**config.mk**
```make
export PLATFORM = sky130hd
export DESIGN_NAME = pulse_width_rgb_led_controller
export DESIGN_NICKNAME = d
export VERILOG_FILES = /design/src/pwrgb_pkg.sv /design/src/pwrgb_cfg.sv /design/src/pwrgb_band_dec.sv /design/src/pulse_width_rgb_led_controller.sv
export VERILOG_INCLUDE_DIRS = /design/src /design/src/src
export SDC_FILE = /design/constraint.sdc
export NUM_CORES = 1
export LEC_CHECK = 0
export BUFFER_PORTS_ARGS = -buffer_cell sky130_fd_sc_hd__buf_2
export CORE_AREA = 5 5 97 145
export DETAILED_ROUTE_END_ITERATION = 8
export DIE_AREA = 0 0 102 150
export HOLD_SLACK_MARGIN = 0.06
export MAX_ROUTING_LAYER = met4
export PLACE_DENSITY = 0.68
export SYNTH_ARGS = -nofsm -noshare
export SYNTH_HDL_FRONTEND = slang
export SYNTH_SLANG_ARGS = --single-unit
export TNS_END_PERCENT = 10
```
**constraint.sdc**
```tcl
create_clock -name clk -period 7.2 [get_ports clk]
set_input_delay 1.44 -clock clk [delete_from_list [all_inputs] [get_ports clk]]
set_output_delay 1.44 -clock clk [all_outputs]
set_load 0.01 [all_outputs]
```
**src/pulse_width_rgb_led_controller_assert.svh**
```systemverilog
// Assertion macros for the pulse width RGB LED controller.
`ifndef PULSE_WIDTH_RGB_LED_CONTROLLER_ASSERT_SVH
`define PULSE_WIDTH_RGB_LED_CONTROLLER_ASSERT_SVH

// Same-cycle implication, clocked on clk, off during reset.
`define PWRGB_ASSERT_NOW(label, ante, cons) \
  label: assert property (@(posedge clk) disable iff (!rst_n) (ante) |-> (cons)) \
    else $error("pwrgb assertion failed");

// Next-cycle implication, clocked on clk, off during reset.
`define PWRGB_ASSERT_NEXT(label, ante, cons) \
  label: assert property (@(posedge clk) disable iff (!rst_n) (ante) |=> (cons)) \
    else $error("pwrgb assertion failed");

`endif

```
**src/pwrgb_pkg.sv**
```systemverilog
// Shared types, constants and color tables of the pulse width RGB LED controller.
package pwrgb_pkg;

  localparam int COUNT_BITS = 16;
  localparam int PERIOD_W   = 16;
  localparam int HALF_W     = 3;
  localparam int CFG_IDX_W  = 2;
  localparam int CFG_DATA_W = 16;
  localparam int LED_W      = 3;
  localparam int CIDX_W     = 3;
  localparam int BAND_STEP  = 10;
  localparam int NUM_BANDS  = 8;
  localparam int CYCLE_BAND = 9;
  localparam int NUM_COLORS = 6;

  localparam logic [PERIOD_W-1:0] STEP_PERIOD_RST = PERIOD_W'(5000);
  localparam logic [HALF_W-1:0]   HALF_WIDTH_RST  = HALF_W'(2);

  typedef enum logic [CFG_IDX_W-1:0] {
    REG_STEP_PERIOD = 2'd0,
    REG_BAND_HALF   = 2'd1
  } cfg_reg_t;

  // bit0 red, bit1 green, bit2 blue
  typedef logic [LED_W-1:0] led_t;

  localparam led_t LED_OFF     = 3'b000;
  localparam led_t LED_RED     = 3'b001;
  localparam led_t LED_GREEN   = 3'b010;
  localparam led_t LED_BLUE    = 3'b100;
  localparam led_t LED_WHITE   = 3'b111;
  localparam led_t LED_YELLOW  = 3'b011;
  localparam led_t LED_MAGENTA = 3'b101;
  localparam led_t LED_CYAN    = 3'b110;

  typedef struct packed {
    logic [PERIOD_W-1:0] step_period;
    logic [HALF_W-1:0]   half_width;
  } cfg_t;

  typedef struct packed {
    logic led_hit;
    led_t leds;
    logic cycle_hit;
  } band_t;

  function automatic led_t band_leds(input logic [3:0] k);
    led_t l;
    case (k)
      4'd1:    l = LED_RED;
      4'd2:    l = LED_GREEN;
      4'd3:    l = LED_BLUE;
      4'd4:    l = LED_OFF;
      4'd5:    l = LED_WHITE;
      4'd6:    l = LED_YELLOW;
      4'd7:    l = LED_MAGENTA;
      4'd8:    l = LED_CYAN;
      default: l = LED_OFF;
    endcase
    return l;
  endfunction

  // out-of-range positions read as red
  function automatic led_t cycle_leds(input logic [CIDX_W-1:0] i);
    led_t l;
    case (i)
      3'd1:    l = LED_GREEN;
      3'd2:    l = LED_BLUE;
      3'd3:    l = LED_YELLOW;
      3'd4:    l = LED_MAGENTA;
      3'd5:    l = LED_CYAN;
      default: l = LED_RED;
    endcase
    return l;
  endfunction

endpackage

```
**src/pwrgb_cfg.sv**
```systemverilog
// Configuration registers of the pulse width RGB LED controller.
module pwrgb_cfg (
  input  logic                               clk,
  input  logic                               rst_n,
  input  logic                               cfg_valid,
  input  logic [pwrgb_pkg::CFG_IDX_W-1:0]    cfg_index,
  input  logic [pwrgb_pkg::CFG_DATA_W-1:0]   cfg_data,
  output pwrgb_pkg::cfg_t                    cfg
);
  import pwrgb_pkg::*;

  cfg_t cfg_r;

  always_ff @(posedge clk) begin
    if (!rst_n) begin
      cfg_r.step_period <= STEP_PERIOD_RST;
      cfg_r.half_width  <= HALF_WIDTH_RST;
    end else if (cfg_valid) begin
      case (cfg_index)
        REG_STEP_PERIOD: cfg_r.step_period <= cfg_data[PERIOD_W-1:0];
        REG_BAND_HALF:   cfg_r.half_width  <= cfg_data[HALF_W-1:0];
        default: ;
      endcase
    end
  end

  assign cfg = cfg_r;

endmodule

```
**src/pwrgb_band_dec.sv**
```systemverilog
// Pulse width band decoder: maps a width count to LED color and cycle-mode hit.
module pwrgb_band_dec (
  input  logic [pwrgb_pkg::COUNT_BITS-1:0] width,
  input  logic [pwrgb_pkg::HALF_W-1:0]     half_width,
  output pwrgb_pkg::band_t                 band
);
  import pwrgb_pkg::*;

  function automatic logic in_band(input logic [COUNT_BITS-1:0] w, input int k,
                                   input logic [HALF_W-1:0] h);
    logic [COUNT_BITS-1:0] c;
    c = COUNT_BITS'(BAND_STEP * k);
    return (w >= c - COUNT_BITS'(h)) && (w <= c + COUNT_BITS'(h));
  endfunction

  // later bands win when half widths make them overlap
  always_comb begin
    band = '0;
    for (int k = 1; k <= NUM_BANDS; k++) begin
      if (in_band(width, k, half_width)) begin
        band.led_hit = 1'b1;
        band.leds    = band_leds(4'(k));
      end
    end
    band.cycle_hit = in_band(width, CYCLE_BAND, half_width);
  end

endmodule

```
**src/pulse_width_rgb_led_controller.sv**
```systemverilog
// Top level of the pulse width RGB LED controller: tick register, state and result register.
// A tick is held in the input register, then its result is registered into the state registers and out_valid.
// Throughput: one tick per cycle while out_ready keeps up, set by the input register and result register pair.
// A held result stalls only the stage behind it; the input register keeps accepting while free.
// Reset (synchronous, rst_n low): LEDs off, cycle mode off, counts zero, next color red,
// step_period 5000, band_half_width 2, no item in flight.
`include "pulse_width_rgb_led_controller_assert.svh"

module pulse_width_rgb_led_controller (
  input  logic                             clk,
  input  logic                             rst_n,
  input  logic                             in_valid,
  output logic                             in_ready,
  input  logic                             in_control_level,
  output logic                             out_valid,
  input  logic                             out_ready,
  output logic                             out_led_red,
  output logic                             out_led_green,
  output logic                             out_led_blue,
  output logic                             out_cycle_active,
  input  logic                             cfg_valid,
  output logic                             cfg_ready,
  input  logic [pwrgb_pkg::CFG_IDX_W-1:0]  cfg_index,
  input  logic [pwrgb_pkg::CFG_DATA_W-1:0] cfg_data
);
  import pwrgb_pkg::*;

  localparam logic [CIDX_W-1:0] LAST_COLOR = CIDX_W'(NUM_COLORS - 1);

  cfg_t  cfg;
  band_t band;

  logic s1_valid_r, s1_level_r;
  logic out_valid_r, out_valid_nxt;
  logic adv;

  logic [COUNT_BITS-1:0] width_count_r, width_count_nxt;
  logic                  level_prev_r;
  logic                  cycle_mode_r, cycle_mode_nxt;
  logic [CIDX_W-1:0]     color_index_r, color_index_nxt;
  logic [PERIOD_W-1:0]   step_count_r, step_count_nxt;
  led_t                  led_bits_r, led_bits_nxt;

  logic [PERIOD_W-1:0]   period;
  logic [PERIOD_W:0]     step_inc;
  logic [CIDX_W-1:0]     idx;

  pwrgb_cfg u_cfg (
    .clk       (clk),
    .rst_n     (rst_n),
    .cfg_valid (cfg_valid),
    .cfg_index (cfg_index),
    .cfg_data  (cfg_data),
    .cfg       (cfg)
  );

  pwrgb_band_dec u_dec (
    .width      (width_count_r),
    .half_width (cfg.half_width),
    .band       (band)
  );

  assign cfg_ready = 1'b1;

  assign adv      = s1_valid_r && (!out_valid_r || out_ready);
  assign in_ready = !s1_valid_r || adv;

  always_comb begin
    out_valid_nxt = out_valid_r;
    if (adv) begin
      out_valid_nxt = 1'b1;
    end else if (out_ready) begin
      out_valid_nxt = 1'b0;
    end
  end

  // count, then decode on the falling edge, then the cycle step
  always_comb begin
    width_count_nxt = width_count_r;
    cycle_mode_nxt  = cycle_mode_r;
    color_index_nxt = color_index_r;
    step_count_nxt  = step_count_r;
    led_bits_nxt    = led_bits_r;

    period   = (cfg.step_period == '0) ? PERIOD_W'(1) : cfg.step_period;
    idx      = (color_index_r > LAST_COLOR) ? '0 : color_index_r;
    step_inc = '0;

    if (s1_level_r) begin
      if (width_count_r != '1) begin
        width_count_nxt = width_count_r + 1'b1;
      end
    end else if (level_prev_r) begin
      if (cycle_mode_r) begin
        led_bits_nxt = LED_OFF;
      end
      if (band.led_hit) begin
        led_bits_nxt = band.leds;
      end
      if (band.cycle_hit) begin
        cycle_mode_nxt = 1'b1;
        step_count_nxt = '0;
      end else begin
        cycle_mode_nxt = 1'b0;
      end
      width_count_nxt = '0;
    end

    if (cycle_mode_nxt && !s1_level_r) begin
      if (step_count_nxt == '0) begin
        led_bits_nxt    = cycle_leds(idx);
        color_index_nxt = (idx == LAST_COLOR) ? '0 : idx + 1'b1;
      end
      step_inc = {1'b0, step_count_nxt} + 1'b1;
      step_count_nxt = (step_inc >= {1'b0, period}) ? '0 : step_inc[PERIOD_W-1:0];
    end
  end

  always_ff @(posedge clk) begin
    if (!rst_n) begin
      s1_valid_r    <= 1'b0;
      out_valid_r   <= 1'b0;
      width_count_r <= '0;
      level_prev_r  <= 1'b0;
      cycle_mode_r  <= 1'b0;
      color_index_r <= '0;
      step_count_r  <= '0;
      led_bits_r    <= LED_OFF;
    end else begin
      out_valid_r <= out_valid_nxt;
      if (in_ready) begin
        s1_valid_r <= in_valid;
      end
      if (adv) begin
        width_count_r <= width_count_nxt;
        level_prev_r  <= s1_level_r;
        cycle_mode_r  <= cycle_mode_nxt;
        color_index_r <= color_index_nxt;
        step_count_r  <= step_count_nxt;
        led_bits_r    <= led_bits_nxt;
      end
    end
  end

  always_ff @(posedge clk) begin
    if (in_valid && in_ready) begin
      s1_level_r <= in_control_level;
    end
  end

  assign out_valid        = out_valid_r;
  assign out_led_red      = led_bits_r[0];
  assign out_led_green    = led_bits_r[1];
  assign out_led_blue     = led_bits_r[2];
  assign out_cycle_active = cycle_mode_r;

  // a held tick is not dropped while the result waits
  `PWRGB_ASSERT_NEXT(a_s1_hold, s1_valid_r && out_valid_r && !out_ready, s1_valid_r)
  // width only accumulates while the pin was high
  `PWRGB_ASSERT_NOW(a_width_high, width_count_r != '0, level_prev_r)
  // every falling edge clears the width count
  `PWRGB_ASSERT_NEXT(a_decode_clr, adv && !s1_level_r && level_prev_r, width_count_r == '0)
  // color position stays inside the cycle order
  `PWRGB_ASSERT_NOW(a_color_range, 1'b1, color_index_r <= LAST_COLOR)

endmodule

```
==> results.cfg <==
[run_status]
status = completed

[logic_synthesis]
synth_cells = 658
synthTopCellsByArea = dfxtp_1 (24%), ha_1 (18%), nand2_1 (5.6%)
yosys.area.top_type = dfxtp_1
syn_area_per_cell_um2 = 7.90
ys_seq_area_frac = 0.241
yosysWarnings = 0
synth_seq_cells = 62
synth_edf_count = 1
synth.top_cell.area_share = 0.235
async_reset_ff_frac = 0
synthFlopType = dfxtp_1
synth.distinct_cells = 63
synth_fp_nets = 757
syn-cell-area_um2 = 5190

[finish]
fin_nets = 777
fin_cells = 842
antenna_cells = 0
drive_gt1_frac = 0.0922
area_growth_pct = 11.1
mostFrequentLayoutCells = nand2_1 (78), ha_1 (75), dfxtp_1 (61)
layout_commonest_cell = nand2_1

[clocking]
cts_root_buffer = clkbuf_16
post_cts_resized = 0
htree_num_levels = 3
post_cts_buffers = 0
cts_num_sinks = 62
clk_pin_slew_ps = 60
clock_latency_ps = 330
cts_buffers = 9
postCtsHoldBufs = 0
clk_path_buf_depth = 2
cts_tree = yes

[timing]
setup_ws_ps = 765
setup_violations = 0
fin_crit_sh = 0.894
finClkSkew_ps = 3.36
tightest_slew_ps = 1140
fin_tns_setup_ps = 0
max_slew_margin = 0.234
hold_viol_final = 0
layout_min_cycle_time_ps = 6440
timing.final.max_slew_violations = 0
rsz0062_at_grt = false
max_freq_ghz = 0.155

[placed_design]
dp_hpwl_mm = 10.8
gp_congestion = 0.912
place_ws_ps = 826
dp_cells = 826
port_buffers = 29

[setup_path]
cpLargestDelayFamily = simple AND/OR/NAND/NOR gates
critical_path.max_stage_delay_ps = 560
path_buf_inv = 3
critPathMaxFanout = 16
cpMostUsedCell = ha_1
end_kind = register
critPathArrivalTime_ps = 6700
critPathSlowestCell = a311oi_1
required_ps = 7470
start_kind = register
path_class = register to register

[pwr]
p_clk_frac = 0.514
powerDensity_nw_per_um2 = 151
irDropWorstVdd_mv = 0.135
switching_share = 0.246
power.internal_uw = 658
power.leakage_nw = 2.51
p_switching_uw = 214
p_comb_frac = 0.079
seqPwrFrac = 0.407
p_total_uw = 872

[route]
drc = 0
drt_first_pass_iters = 5
drt_iter0_drc = 164
num_vias = 4778
ant_nets = 0
routed_wl_mm = 13.8
routedWlPerCell_um = 16.4
viasPerCell = 5.67

[die]
placementRows = 51
ios = 31
core-area_um2 = 12700
die_area_um2 = 15300
start_util = 0.409
die_x_um = 102
die_h_um = 150

[global_routing]
antenna_found_initial = 0
grt_pass1_vias = 4864
grt_usage = 0.192
grt_pass1_wl_mm = 22.8
grt_max_degree = 51
overflow = 0

[min_path]
min-delay-path-class = register to register

[job]
max-cap-violations = 0
==> cell type report <==
| type | count | area (um2) |
|---|---|---|
| Tap cell | 159 | 199 |
| Clock buffer | 10 | 239 |
| Fill cell | 1251 | 6930 |
| Timing Repair Buffer | 34 | 183 |
| Multi-Input combinational cell | 521 | 3640 |
| Inverter | 50 | 188 |
| Clock inverter | 6 | 70.1 |
| Sequential cell | 62 | 1250 |
==> final timing paths <==
kind	from	end	slack [ps]	cells past startpoint
worst max-delay path	u_cfg.cfg[2]	step_count_r[11]	760	26
worst min register to register	u_cfg.cfg[9]	u_cfg.cfg[9]	490	2
worst min-delay path	u_cfg.cfg[9]	u_cfg.cfg[9]	490	2
worst max register to register	u_cfg.cfg[2]	step_count_r[11]	760	26
==> metrics by stage <==
stage                     hold WS (ps)   util  cell area [um2]
after global placement             474  0.430             5460
after CTS                          488  0.455             5770
after detailed placement           481  0.430             5460
final                              487  0.455             5770
after global routing               524  0.455             5770
after floorplan                    444      -             5190
==> metal layers <==
layer | GRT usage | routed length, um | up-vias
met2 | 0.349 | 7350 | 93
met3 | 0.0359 | 442 | 44
met5 | - | 0 | -
met4 | 0.0998 | 651 | 0
met1 | 0.189 | 5370 | 2255
li1 | - | - | 2386
==> kinds of logic after synthesis <==
kind of cell    after synthesis  share of synthesized area
xor+xnor                     24                     0.0405
simple gates                266                      0.261
compound gates              153                      0.214
buf+inv                      75                     0.0588
mux                           2                    0.00385
flops                        62                      0.241
fa+ha+maj                    75                      0.181
other cells                   1                   0.000722
==> cell usage after synthesis, types with 6 or more instances <==
| cell type | number |
|---|---|
| and2_1 | 7 |
| clkbuf_1 | 16 |
| nor2_1 | 56 |
| xnor2_1 | 12 |
| nor2b_1 | 22 |
| nor3_1 | 6 |
| dfxtp_1 | 61 |
| a21oi_1 | 26 |
| a31oi_1 | 6 |
| o211ai_1 | 11 |
| nor4_1 | 11 |
| nand3b_1 | 7 |
| a22oi_1 | 13 |
| xor2_1 | 12 |
| nand3_1 | 28 |
| ha_1 | 75 |
| a21o_1 | 9 |
| nand2b_1 | 8 |
| inv_1 | 50 |
| nand4_1 | 9 |
| a21boi_0 | 19 |
| o21ai_0 | 23 |
| nand2_1 | 78 |
| a211oi_1 | 9 |
==> sequential cells by signal (all words and copies together), names as in the netlist <==
register          cells
color_index_r         3
led_bits_r            3
level_prev_r          1
out_cycle_active      1
out_valid             1
s1_level_r            1
s1_valid_r            1
step_count_r         16
u_cfg.cfg            19
width_count_r        16
==> power by group through the flow <==
stage | clock [mW] | combinational (mW) | sequential [mW]
floorplan | 0 | 0.0478 | 0.361
global placement | 0 | 0.0666 | 0.363
detailed placement | 0 | 0.0690 | 0.363
CTS | 0.455 | 0.0693 | 0.355
global route | 0.472 | 0.0780 | 0.356
finish | 0.448 | 0.0689 | 0.355
==> worst register-to-register path: cells and delay by family, from the launching register on <==
family	cells	cell delay, ps
xor gates and xnor gates	1	180
adders and majority gates	4	1170
DFF	1	530
buffers and inverters	3	570
AOI/OAI and AO/OA	7	1560
and+or+nand+nor	11	2360
Power figures use the tool's default switching activity.
